===== config.mk =====
export PLATFORM = sky130hd
export DESIGN_NAME = priority_queue_extract_max_core
export DESIGN_NICKNAME = d
export VERILOG_FILES = /design/src/hdl/pqem_pkg.sv /design/src/hdl/pqem_ram.sv /design/src/hdl/pqem_dp.sv /design/src/hdl/pqem_ctrl.sv /design/src/hdl/priority_queue_extract_max_core.sv
export SDC_FILE = /design/constraint.sdc
export NUM_CORES = 1
export LEC_CHECK = 0
export ABC_AREA = 1
export BUFFER_PORTS_ARGS = -buffer_cell sky130_fd_sc_hd__buf_4
export CORE_MARGIN = 2
export CORE_UTILIZATION = 58
export DETAILED_ROUTE_END_ITERATION = 12
export PLACE_DENSITY_LB_ADDON = 0.08
export SLEW_MARGIN = 20
export SYNTH_ARGS = -nofsm -noshare
export SYNTH_HDL_FRONTEND = slang
export SYNTH_SLANG_ARGS = --single-unit

===== constraint.sdc =====
create_clock -name clk_i -period 6.9 [get_ports clk_i]
set_input_delay 1.035 -clock clk_i [delete_from_list [all_inputs] [get_ports clk_i]]
set_output_delay 1.035 -clock clk_i [all_outputs]
set_load 0.02 [all_outputs]

===== src/hdl/pqem_pkg.sv =====
// Shared constants, codes and controller/datapath interface types for the priority queue.
package pqem_pkg;

  localparam int CAPACITY = 16;
  localparam int VALUE_W  = 32;
  localparam int PRI_W    = 16;
  localparam int ADDR_W   = $clog2(CAPACITY);
  localparam int CNT_W    = $clog2(CAPACITY + 1);
  localparam int ENTRY_W  = PRI_W + VALUE_W;
  localparam int REQ_W    = 2;
  localparam int STAT_W   = 2;

  localparam logic [REQ_W-1:0] REQ_ENQUEUE = 2'd0;
  localparam logic [REQ_W-1:0] REQ_DEQUEUE = 2'd1;
  localparam logic [REQ_W-1:0] REQ_CLEAR   = 2'd2;

  localparam logic [STAT_W-1:0] ST_DONE  = 2'd0;
  localparam logic [STAT_W-1:0] ST_FULL  = 2'd1;
  localparam logic [STAT_W-1:0] ST_EMPTY = 2'd2;

  // stream widths: input data is value then priority, output adds level and flags
  localparam int S_DATA_W = ((ENTRY_W + 7) / 8) * 8;
  localparam int M_BITS   = ENTRY_W + CNT_W + 2;
  localparam int M_DATA_W = ((M_BITS + 7) / 8) * 8;

  typedef struct packed {
    logic take;        // new request: reset result fields
    logic enq;         // append input entry at tail
    logic enq_full;    // enqueue dropped
    logic clr;         // empty the queue
    logic deq_empty;   // dequeue on empty queue
    logic scan_start;  // walker to entry 0
    logic scan_step;   // read next entry, track best
    logic shift_start; // latch best as result, walker to best + 1
    logic shift_step;  // read next entry, write it one place down
    logic shift_end;   // drop one from the count
    logic load_out;    // move result into output register
  } dp_cmd_t;

  typedef struct packed {
    logic full;
    logic empty;
    logic walk_done;
    logic out_free;
  } dp_stat_t;

endpackage


===== src/hdl/pqem_ram.sv =====
// Generic single write port RAM with one registered read port.
module pqem_ram #(
  parameter int WIDTH = 8,
  parameter int DEPTH = 16
) (
  input  logic                     clk_i,
  input  logic                     we_i,
  input  logic [$clog2(DEPTH)-1:0] waddr_i,
  input  logic [WIDTH-1:0]         wdata_i,
  input  logic [$clog2(DEPTH)-1:0] raddr_i,
  output logic [WIDTH-1:0]         rdata_o
);

  logic [WIDTH-1:0] mem_q [DEPTH];

  always_ff @(posedge clk_i) begin
    if (we_i) begin
      mem_q[waddr_i] <= wdata_i;
    end
    rdata_o <= mem_q[raddr_i];
  end

endmodule


===== src/hdl/pqem_dp.sv =====
// Datapath: entry RAM, fill count, scan/shift walker, best tracking and output register.
module pqem_dp (
  input  logic                          clk_i,
  input  logic                          rst_ni,
  input  logic [pqem_pkg::S_DATA_W-1:0] s_data_i,
  input  pqem_pkg::dp_cmd_t             cmd_i,
  output pqem_pkg::dp_stat_t            stat_o,
  input  logic                          m_ready_i,
  output logic                          m_valid_o,
  output logic [pqem_pkg::M_DATA_W-1:0] m_data_o,
  output logic [pqem_pkg::STAT_W-1:0]   m_user_o
);

  localparam int AW = pqem_pkg::ADDR_W;
  localparam int CW = pqem_pkg::CNT_W;
  localparam int VW = pqem_pkg::VALUE_W;
  localparam int PW = pqem_pkg::PRI_W;
  localparam int EW = pqem_pkg::ENTRY_W;

  logic [CW-1:0] cnt_q, cnt_d;
  logic [CW-1:0] sc_q, sc_d;
  logic          pv_q, pv_d;
  logic [AW-1:0] pidx_q;
  logic          out_valid_q;

  logic [AW-1:0] best_idx_q;
  logic [VW-1:0] best_val_q;
  logic [PW-1:0] best_pri_q;
  logic [VW-1:0] res_val_q;
  logic [PW-1:0] res_pri_q;
  logic [pqem_pkg::STAT_W-1:0] res_st_q;

  logic [VW-1:0] out_val_q;
  logic [PW-1:0] out_pri_q;
  logic [pqem_pkg::STAT_W-1:0] out_st_q;
  logic [CW-1:0] out_fill_q;
  logic          out_full_q;
  logic          out_empty_q;

  logic          ram_we;
  logic [AW-1:0] ram_waddr;
  logic [EW-1:0] ram_wdata;
  logic [EW-1:0] ram_rdata;
  logic [VW-1:0] rd_val;
  logic [PW-1:0] rd_pri;
  logic          walk;
  logic          is_full;
  logic          none_held;

  assign rd_val    = ram_rdata[VW-1:0];
  assign rd_pri    = ram_rdata[EW-1:VW];
  assign walk      = cmd_i.scan_step | cmd_i.shift_step;
  assign is_full   = (cnt_q == CW'(pqem_pkg::CAPACITY));
  assign none_held = (cnt_q == '0);

  // shift writes the word read last cycle one place down
  assign ram_we    = cmd_i.enq | (cmd_i.shift_step & pv_q);
  assign ram_waddr = cmd_i.enq ? cnt_q[AW-1:0] : pidx_q - AW'(1);
  assign ram_wdata = cmd_i.enq ? s_data_i[EW-1:0] : ram_rdata;

  pqem_ram #(
    .WIDTH(EW),
    .DEPTH(pqem_pkg::CAPACITY)
  ) u_ram (
    .clk_i  (clk_i),
    .we_i   (ram_we),
    .waddr_i(ram_waddr),
    .wdata_i(ram_wdata),
    .raddr_i(sc_q[AW-1:0]),
    .rdata_o(ram_rdata)
  );

  always_comb begin
    cnt_d = cnt_q;
    sc_d  = sc_q;
    pv_d  = pv_q;
    if (cmd_i.enq) begin
      cnt_d = cnt_q + CW'(1);
    end
    if (cmd_i.clr) begin
      cnt_d = '0;
    end
    if (cmd_i.shift_end) begin
      cnt_d = cnt_q - CW'(1);
    end
    if (cmd_i.scan_start) begin
      sc_d = '0;
      pv_d = 1'b0;
    end
    if (cmd_i.shift_start) begin
      sc_d = CW'(best_idx_q) + CW'(1);
      pv_d = 1'b0;
    end
    if (walk) begin
      if (sc_q < cnt_q) begin
        sc_d = sc_q + CW'(1);
        pv_d = 1'b1;
      end else begin
        pv_d = 1'b0;
      end
    end
  end

  always_ff @(posedge clk_i or negedge rst_ni) begin
    if (!rst_ni) begin
      cnt_q       <= '0;
      sc_q        <= '0;
      pv_q        <= 1'b0;
      out_valid_q <= 1'b0;
    end else begin
      cnt_q <= cnt_d;
      sc_q  <= sc_d;
      pv_q  <= pv_d;
      if (cmd_i.load_out) begin
        out_valid_q <= 1'b1;
      end else if (m_ready_i) begin
        out_valid_q <= 1'b0;
      end
    end
  end

  always_ff @(posedge clk_i) begin
    if (walk) begin
      pidx_q <= sc_q[AW-1:0];
    end
    // strict compare keeps the earliest of equal priorities
    if (cmd_i.scan_step && pv_q) begin
      if (pidx_q == '0 || $signed(rd_pri) > $signed(best_pri_q)) begin
        best_idx_q <= pidx_q;
        best_val_q <= rd_val;
        best_pri_q <= rd_pri;
      end
    end
    if (cmd_i.take) begin
      res_val_q <= '0;
      res_pri_q <= '0;
      res_st_q  <= pqem_pkg::ST_DONE;
    end
    if (cmd_i.enq_full) begin
      res_st_q <= pqem_pkg::ST_FULL;
    end
    if (cmd_i.deq_empty) begin
      res_st_q  <= pqem_pkg::ST_EMPTY;
      res_pri_q <= '1;
    end
    if (cmd_i.shift_start) begin
      res_val_q <= best_val_q;
      res_pri_q <= best_pri_q;
    end
    if (cmd_i.load_out) begin
      out_val_q   <= res_val_q;
      out_pri_q   <= res_pri_q;
      out_st_q    <= res_st_q;
      out_fill_q  <= cnt_q;
      out_full_q  <= is_full;
      out_empty_q <= none_held;
    end
  end

  assign stat_o.full      = is_full;
  assign stat_o.empty     = none_held;
  assign stat_o.walk_done = (sc_q == cnt_q) && !pv_q;
  assign stat_o.out_free  = !out_valid_q || m_ready_i;

  assign m_valid_o = out_valid_q;
  assign m_user_o  = out_st_q;
  assign m_data_o  = pqem_pkg::M_DATA_W'({out_empty_q, out_full_q, out_fill_q,
                                          out_pri_q, out_val_q});

endmodule


===== src/hdl/pqem_ctrl.sv =====
// Controller: request decode and sequencing of scan, shift and result hand-off.
module pqem_ctrl (
  input  logic                        clk_i,
  input  logic                        rst_ni,
  input  logic                        s_valid_i,
  input  logic [pqem_pkg::REQ_W-1:0]  req_i,
  output logic                        s_ready_o,
  input  pqem_pkg::dp_stat_t          stat_i,
  output pqem_pkg::dp_cmd_t           cmd_o
);

  typedef enum logic [1:0] {
    IDLE,
    SCAN,
    SHIFT,
    DONE
  } state_e;

  state_e state_q, state_d;

  assign s_ready_o = (state_q == IDLE);

  always_comb begin
    cmd_o   = '0;
    state_d = state_q;
    case (state_q)
      IDLE: begin
        if (s_valid_i) begin
          cmd_o.take = 1'b1;
          state_d    = DONE;
          case (req_i)
            pqem_pkg::REQ_ENQUEUE: begin
              if (stat_i.full) begin
                cmd_o.enq_full = 1'b1;
              end else begin
                cmd_o.enq = 1'b1;
              end
            end
            pqem_pkg::REQ_DEQUEUE: begin
              if (stat_i.empty) begin
                cmd_o.deq_empty = 1'b1;
              end else begin
                cmd_o.scan_start = 1'b1;
                state_d          = SCAN;
              end
            end
            pqem_pkg::REQ_CLEAR: begin
              cmd_o.clr = 1'b1;
            end
            default: begin
            end
          endcase
        end
      end
      SCAN: begin
        if (stat_i.walk_done) begin
          cmd_o.shift_start = 1'b1;
          state_d           = SHIFT;
        end else begin
          cmd_o.scan_step = 1'b1;
        end
      end
      SHIFT: begin
        if (stat_i.walk_done) begin
          cmd_o.shift_end = 1'b1;
          state_d         = DONE;
        end else begin
          cmd_o.shift_step = 1'b1;
        end
      end
      DONE: begin
        if (stat_i.out_free) begin
          cmd_o.load_out = 1'b1;
          state_d        = IDLE;
        end
      end
      default: begin
        state_d = IDLE;
      end
    endcase
  end

  always_ff @(posedge clk_i or negedge rst_ni) begin
    if (!rst_ni) begin
      state_q <= IDLE;
    end else begin
      state_q <= state_d;
    end
  end

endmodule


===== src/hdl/priority_queue_extract_max_core.sv =====
// Top level of the bounded max-priority queue with linear scan extraction.
//
//  channel   dir  tdata (low bit up)                          tuser
//  s_axis    in   in_value, in_prio                           req_type
//  m_axis    out  out_value, out_priority, fill_level,        status
//                 full_flag, empty_flag, zero pad
//
// Enqueue, clear and unused codes: accepted in IDLE, then loaded into the output register in DONE.
// Dequeue scans the n held entries one per cycle through the single RAM read port, then
// walks the d entries behind the winner to move them down.
// Reset empties the queue; entry contents are left as they are. A result waits in the
// output register while m_axis stalls; the next word is accepted meanwhile.
module priority_queue_extract_max_core (
  input  logic                          clk_i,
  input  logic                          rst_ni,
  input  logic                          s_axis_tvalid_i,
  output logic                          s_axis_tready_o,
  // in_value, in_prio
  input  logic [pqem_pkg::S_DATA_W-1:0] s_axis_tdata_i,
  // req_type
  input  logic [pqem_pkg::REQ_W-1:0]    s_axis_tuser_i,
  output logic                          m_axis_tvalid_o,
  input  logic                          m_axis_tready_i,
  // out_value, out_priority, fill_level, full_flag, empty_flag
  output logic [pqem_pkg::M_DATA_W-1:0] m_axis_tdata_o,
  // status
  output logic [pqem_pkg::STAT_W-1:0]   m_axis_tuser_o
);

  pqem_pkg::dp_cmd_t  cmd;
  pqem_pkg::dp_stat_t stat;

  pqem_ctrl u_ctrl (
    .clk_i    (clk_i),
    .rst_ni   (rst_ni),
    .s_valid_i(s_axis_tvalid_i),
    .req_i    (s_axis_tuser_i),
    .s_ready_o(s_axis_tready_o),
    .stat_i   (stat),
    .cmd_o    (cmd)
  );

  pqem_dp u_dp (
    .clk_i    (clk_i),
    .rst_ni   (rst_ni),
    .s_data_i (s_axis_tdata_i),
    .cmd_i    (cmd),
    .stat_o   (stat),
    .m_ready_i(m_axis_tready_i),
    .m_valid_o(m_axis_tvalid_o),
    .m_data_o (m_axis_tdata_o),
    .m_user_o (m_axis_tuser_o)
  );

endmodule


# Yosys cells after proc, flatten, opt, wreduce, memory -nomap -nowiden
# Memories as Yosys holds them, arrays and structs flattened. A register that Yosys moved wholly into a read port is not among the register bits.
# Index checks and enable logic that the tools add are counted.
# word_totals
reg_bits,177
latch_bits,0
ramBits,768
rom_bits,0
wordCells,104
n_memories,1
# op_classes
n_addsub,5
multipliers,0
div,0
magnitude_cmp,2
eq_ne,11
n_shift,0
mux,46
n_bitwise,3
n_reduce_logical,18
# memory_table
name,words,width,read_ports,rd_ports_with_merged_regs,wr,line,text
u_dp.u_ram.mem_q,16,48,1,1,1,pqem_ram.sv:14,logic [WIDTH-1:0] mem_q [DEPTH];
# op_table
op,count
two-way mux 32 bit,2
two-way mux 16 bit,3
two-way mux 48 bit,1
two-way mux 5 bit,7
two-way mux 2 bit,12
two-way mux 1 bit,17
> comparator 16 bit,1
two-way mux 6 bit,2
adder 5 x 1 -> 5 bit (second input constant),2
nonzero test 3 bit,3
inequality test 2 bit (second input constant),4
one-hot mux 2 bit (4 select lines),1
== test 2 bit (second input constant),3
nonzero test 2 bit,3
adder 4 x 1 -> 5 bit (second input constant),1
== test 5 bit,1
== test 5 bit (second input constant),1
zero test 5 bit,1
< comparator 5 bit,1
subtractor 5 x 1 -> 5 bit (second input constant),1
== test 2 x 1 -> 1 bit (second input constant),2
zero test 2 bit,2
zero test 4 bit,1
two-way mux 4 bit,1
other kinds (8),12

# Depth between registers and ports, before layout
# depth
word_depth,9
ltp_mapped,14
depth_no_buf,14

# Hierarchy
# A second synthesis with hierarchy kept.
# hier_totals
cells_unflattened,3870
hier_area_um2,41727.5
# modules_own_cells
mod,n_inst,cells_per_inst,area_each_um2,seq_area_each_um2
pqem_ram,1,3165,33988.8,24023.0
pqem_dp,1,652,7439.6,5175.0
pqem_ctrl,1,53,299.0,50.0

# Worst setup path after synthesis
# OpenSTA, ideal clock, no wires.
# synth_path
path_kind,input-to-reg
startpoint,input port s_axis_tvalid_i
endpoint,memory u_dp.u_ram.mem_q[4][0] in the netlist's numbering (enable)
setup_ns,0.454
arrival_time_ns,3.877
required_time_ns,6.446
path_slack_ns,2.569
path_stages,7
path_buffers,1
path_cell_list,nand2_2 -> nor3_4 -> nand2_2 -> buf_6 -> o21ai_4 -> nand3_2 -> nor2_1
# synth_between
elab_chain_len,5
# synth_lines
element,line,text
start: declaration,priority_queue_extract_max_core.sv:16,"input logic s_axis_tvalid_i,"
two-way mux 6 bit (*),pqem_ctrl.sv:28,if (s_valid_i) begin
two-way mux 6 bit (*),pqem_ctrl.sv:26,case (state_q)
OR 1 bit,pqem_dp.sv:57,assign ram_we = cmd_i.enq | (cmd_i.shift_step & pv_q);
two-way mux 1 bit,pqem_ram.sv:17,if (we_i) begin
two-way mux 1 bit (implied by the code),pqem_ram.sv:18,mem_q[waddr_i] <= wdata_i;
end: declaration,pqem_ram.sv:14,
# Mark *: on every way between the ends. The rest lies on a longest branch, timed or not.

# Worst setup path in the final report
# layout_path
startpoint,register u_ctrl.state_q[1]
endpoint,memory u_dp.u_ram.mem_q[3][43] in the netlist's numbering (enable)
# layout_between
elab_chain_len,6
# layout_lines
element,line,text
start: declaration,pqem_ctrl.sv:19,"state_e state_q, state_d;"
start signal: assignment,pqem_ctrl.sv:87,state_q <= state_d;
== test 2 bit,pqem_ctrl.sv:26,
two-way mux 2 bit,pqem_ctrl.sv:26,
AND 1 bit,pqem_dp.sv:57,
OR 1 bit,pqem_dp.sv:57,
two-way mux 1 bit,pqem_ram.sv:17,
two-way mux 1 bit (implied by the code),pqem_ram.sv:18,
# Several ways; a longest one is shown, not always the timed one.

==> results.sh <==
export IMPL_status="complete, no violations"
export IMPL_synth_net_count=2839
export IMPL_multi_input_area_sq_mm=0.008155
export IMPL_synth_cell_types=41
export IMPL_io_buffers=112
export IMPL_pwr_share_comb_pct=28.8
export IMPL_async_flop_share_pct=1.410
export IMPL_seqPwrFrac_pct=44.7
export IMPL_via_per_inst=6.021
export IMPL_wl_per_cell_microns=23.70
export IMPL_syn_to_final_growth_pct=12.68
export IMPL_fillers=4729
export IMPL_cts_tree="built"
export IMPL_layout_drive_gt1_share_pct=12.08
export IMPL_instances_no_fill=3795
export IMPL_rsz0062_at_grt="no"
export IMPL_final_util_pct=65.88
export IMPL_r2r_cells=9
export IMPL_cts_root_buf="clkbuf_16"
export IMPL_grt_start_max_net_pins=164
export IMPL_die_h_microns=261.2
export IMPL_syn_area_sq_mm=0.03837
export IMPL_postRouteAntennaNets=0
export IMPL_avgSynthCellArea_sq_um=13.93
export IMPL_htree_levels=3
export IMPL_gp_congestion=0.8133
export IMPL_synthFlopType="edfxtp_1"
export IMPL_setup_violations=0
export IMPL_cap_violations=0
export IMPL_dr_total_vias=22849
export IMPL_crit_reg2reg_capture="u_dp.u_ram.mem_q[3][43]"
export IMPL_post_cts_buffers=0
export IMPL_io_pins=114
export IMPL_p_total_mw=19.31
export IMPL_crit_path_start_kind="flop"
export IMPL_cts_buffer_depth=3
export IMPL_final_hold_viol_count=0
export IMPL_setup_tns_ns=0
export IMPL_ys_warn_count=0
export IMPL_seq_area_sq_mm=0.02926
export IMPL_fin_skew_ns=0.01638
export IMPL_rows=94
export IMPL_antenna_cells=0
export IMPL_detailed_place_hpwl_microns=49500
export IMPL_ys_ff_latch=993
export IMPL_power_density_mw_per_mm2=446.7
export IMPL_internal_power_mw=12.63
export IMPL_grt_pass1_vias=22101
export IMPL_p_switching_mw=6.682
export IMPL_slew_headroom_pct=24.06
export IMPL_clockPowerShare_pct=26.6
export IMPL_hold_class="in -> async"
export IMPL_die_w_microns=261.2
export IMPL_r2r_start="u_ctrl.state_q[1]"
export IMPL_nNetsFinal=2931
export IMPL_start_util_pct=58.47
export IMPL_crit_fanout=58
export IMPL_cts_hold_fix_buffers=0
export IMPL_met1_usage_pct=38.02
export IMPL_clk_pin_slew_ns=0.06
export IMPL_gr_total_overflow=0
export IMPL_netlist_instances=2754
export IMPL_synth_seq_area_share_pct=76.23
export IMPL_end_kind="flop"
export IMPL_drt_wl_total_microns=89930
export IMPL_grt_use_met3_pct=3.630
export IMPL_switching_share_pct=34.60
export IMPL_grt_pass1_wl_microns=134700
export IMPL_p_leak_nw=15.14
export IMPL_dieArea_sq_mm=0.06823
export IMPL_drtPass1Iterations=6
export IMPL_drc=0
export IMPL_timing_final_crit_share_pct=62.22
export IMPL_grt_busiest_layer="met2"
export IMPL_required_ns=7.19
export IMPL_fmax_ghz=0.2329
export IMPL_antenna_found_initial=0
export IMPL_drt_iter0_drc=2289
export IMPL_dp_cells=3604
export IMPL_fin_crit_ns=4.293
export IMPL_reg2reg_setup_slack_ns=2.61
export IMPL_core_area_sq_mm=0.06563
export IMPL_cts_resized=0
export IMPL_tightest_slew_ns=1.136
export IMPL_grt_total_usage_pct=26.37
export IMPL_slew_violations=0
export IMPL_synth_edf_count=929
export IMPL_cts_sinks=993
export IMPL_use_met2_pct=42.86
export IMPL_critPathArrivalTime_ns=4.58
export IMPL_ir_drop_mv=0.3371
export IMPL_worstSkewPairLatency_ns=0.65
export IMPL_crit_type="reg -> reg"
export IMPL_cts_buffers=100
-- worst max-delay path, cell delays in order (launching register included) --
cell     delay (ns)
dfrtp_1        0.42
inv_1          0.11
ha_1           0.30
nand2_2        0.17
nor3_4         0.21
nand2_4        0.57
o21ai_2        0.51
nand3_1        0.24
nor2_4         0.78
buf_4          0.56
-- stage by stage --
stage               hold slack (ns)  area, sq um  worst slack (ns)
global placement             0.4005        39990             2.362
detailed placement           0.4045        40020             2.296
CTS                          0.2091        43130             2.566
global route                 0.2330        43240             2.350
floorplan                    0.4003        38370             2.569
finish                       0.2314        43240             2.607
-- area by class of cell --
cell class	count	share of cell area [%]
sequential	993	67.67
multi-input combinational	1501	18.86
clock buffer	140	6.416
timing repair buffer	157	2.949
tap	864	2.500
inverter	93	0.8247
clock inverter	47	0.7813
-- synth_stat cells (2+ instances only) --
| library cell | number | area share, % |
|---|---|---|
| edfxtp_1 | 929 | 73 |
| nor2_1 | 493 | 4.8 |
| nand2_1 | 289 | 2.8 |
| o21ai_0 | 242 | 3.2 |
| nand3_1 | 98 | 1.3 |
| o32ai_1 | 96 | 2.2 |
| clkbuf_1 | 89 | 0.87 |
| inv_1 | 86 | 0.84 |
| mux2i_1 | 77 | 2.0 |
| o221ai_1 | 58 | 1.3 |
| buf_2 | 56 | 0.73 |
| dfxtp_1 | 50 | 2.6 |
| o211ai_1 | 40 | 0.78 |
| ha_1 | 31 | 1.0 |
| o22ai_1 | 24 | 0.39 |
| dfrtp_1 | 14 | 0.91 |
| a21oi_1 | 11 | 0.14 |
| buf_4 | 11 | 0.22 |
| xor2_1 | 8 | 0.18 |
| buf_1 | 6 | 0.059 |
| inv_2 | 6 | 0.059 |
| buf_6 | 5 | 0.15 |
| nand2_2 | 5 | 0.082 |
| nand3_2 | 5 | 0.13 |
| nor3_1 | 4 | 0.052 |
| o21ai_2 | 3 | 0.068 |
| a22o_1 | 2 | 0.046 |
| o21ai_4 | 2 | 0.085 |
| or2_2 | 2 | 0.033 |
-- power groups by stage --
stage | combinational (mW) | sequential [mW] | clock (mW)
after floorplan | 3.73 | 8.57 | 0
after global placement | 5.36 | 8.72 | 0
after detailed placement | 5.52 | 8.74 | 0
after CTS | 5.55 | 8.62 | 5.19
after global routing | 6.09 | 8.69 | 5.43
final | 5.56 | 8.63 | 5.13
-- per-layer routing --
metal,wire length [microns],part of all wire (%)
met1,38130,42
met2,44190,49
met3,6033,6.7
met4,1576,1.8
met5,0,0
-- state kept, by name, indices dropped and copies added (netlist names), 2 cells and up --
| register | count |
|---|---|
| u_dp.u_ram.mem_q | 768 |
| u_dp.u_ram.rdata_o | 48 |
| u_dp.best_val_q | 32 |
| u_dp.out_val_q | 32 |
| u_dp.res_val_q | 32 |
| u_dp.best_pri_q | 16 |
| u_dp.out_pri_q | 16 |
| u_dp.res_pri_q | 16 |
| u_dp.cnt_q | 5 |
| u_dp.out_fill_q | 5 |
| u_dp.sc_q | 5 |
| u_dp.best_idx_q | 4 |
| u_dp.pidx_q | 4 |
| u_ctrl.state_q | 2 |
| u_dp.m_user_o | 2 |
| u_dp.res_st_q | 2 |
-- cell usage in the layout (no fill, tap or decap), types with 3 or more instances in the layout --
cell type / n
edfxtp_1: 929
nor2_1: 476
nand2_1: 288
o21ai_0: 242
buf_4: 151
clkbuf_16: 101
nand3_1: 98
o32ai_1: 96
inv_1: 84
mux2i_1: 77
o221ai_1: 58
dfxtp_1: 50
o211ai_1: 40
ha_1: 31
clkbuf_1: 29
o22ai_1: 24
clkinv_2: 22
nor2_4: 17
clkinv_1: 13
dfrtp_1: 11
clkbuf_8: 10
a21oi_1: 9
inv_2: 8
xor2_1: 8
nand2_2: 5
nand3_2: 5
nor3_1: 4
clkinvlp_4: 4
buf_16: 4
o21ai_2: 3
inv_6: 3
bufinv_16: 3
-- how the worst max path moves through the flow --
stage                      start                       to  slack (ns)  cells after the start
5_1_grt        u_ctrl.state_q[1]  u_dp.u_ram.mem_q[3][43]        2.35                      9
4_1_cts        u_ctrl.state_q[1]  u_dp.u_ram.mem_q[3][43]        2.57                      9
3_5_place_dp     s_axis_tvalid_i  u_dp.u_ram.mem_q[3][31]        2.30                      8
2_1_floorplan    s_axis_tvalid_i   u_dp.u_ram.mem_q[4][0]        2.57                      7
6_report       u_ctrl.state_q[1]  u_dp.u_ram.mem_q[3][43]        2.61                      9
3_3_place_gp     s_axis_tvalid_i  u_dp.u_ram.mem_q[11][5]        2.36                     10
-- cells by family (layout without fill, tap and decap cells) --
family | Yosys count | in the layout | synth area share, %
flip-flops | 993 | 993 | 76.23
AND/OR/NAND/NOR | 901 | 901 | 9.346
AO/OA/AOI/OAI | 482 | 482 | 8.263
buffers and inverters | 260 | 437 | 2.931
multiplexers | 77 | 77 | 2.009
adder cells (fa/ha/maj) | 31 | 31 | 1.011
XOR/XNOR | 9 | 9 | 0.2054
other | 1 | 1 | 0.009773
No activity file was read; power rests on OpenSTA's default activity.
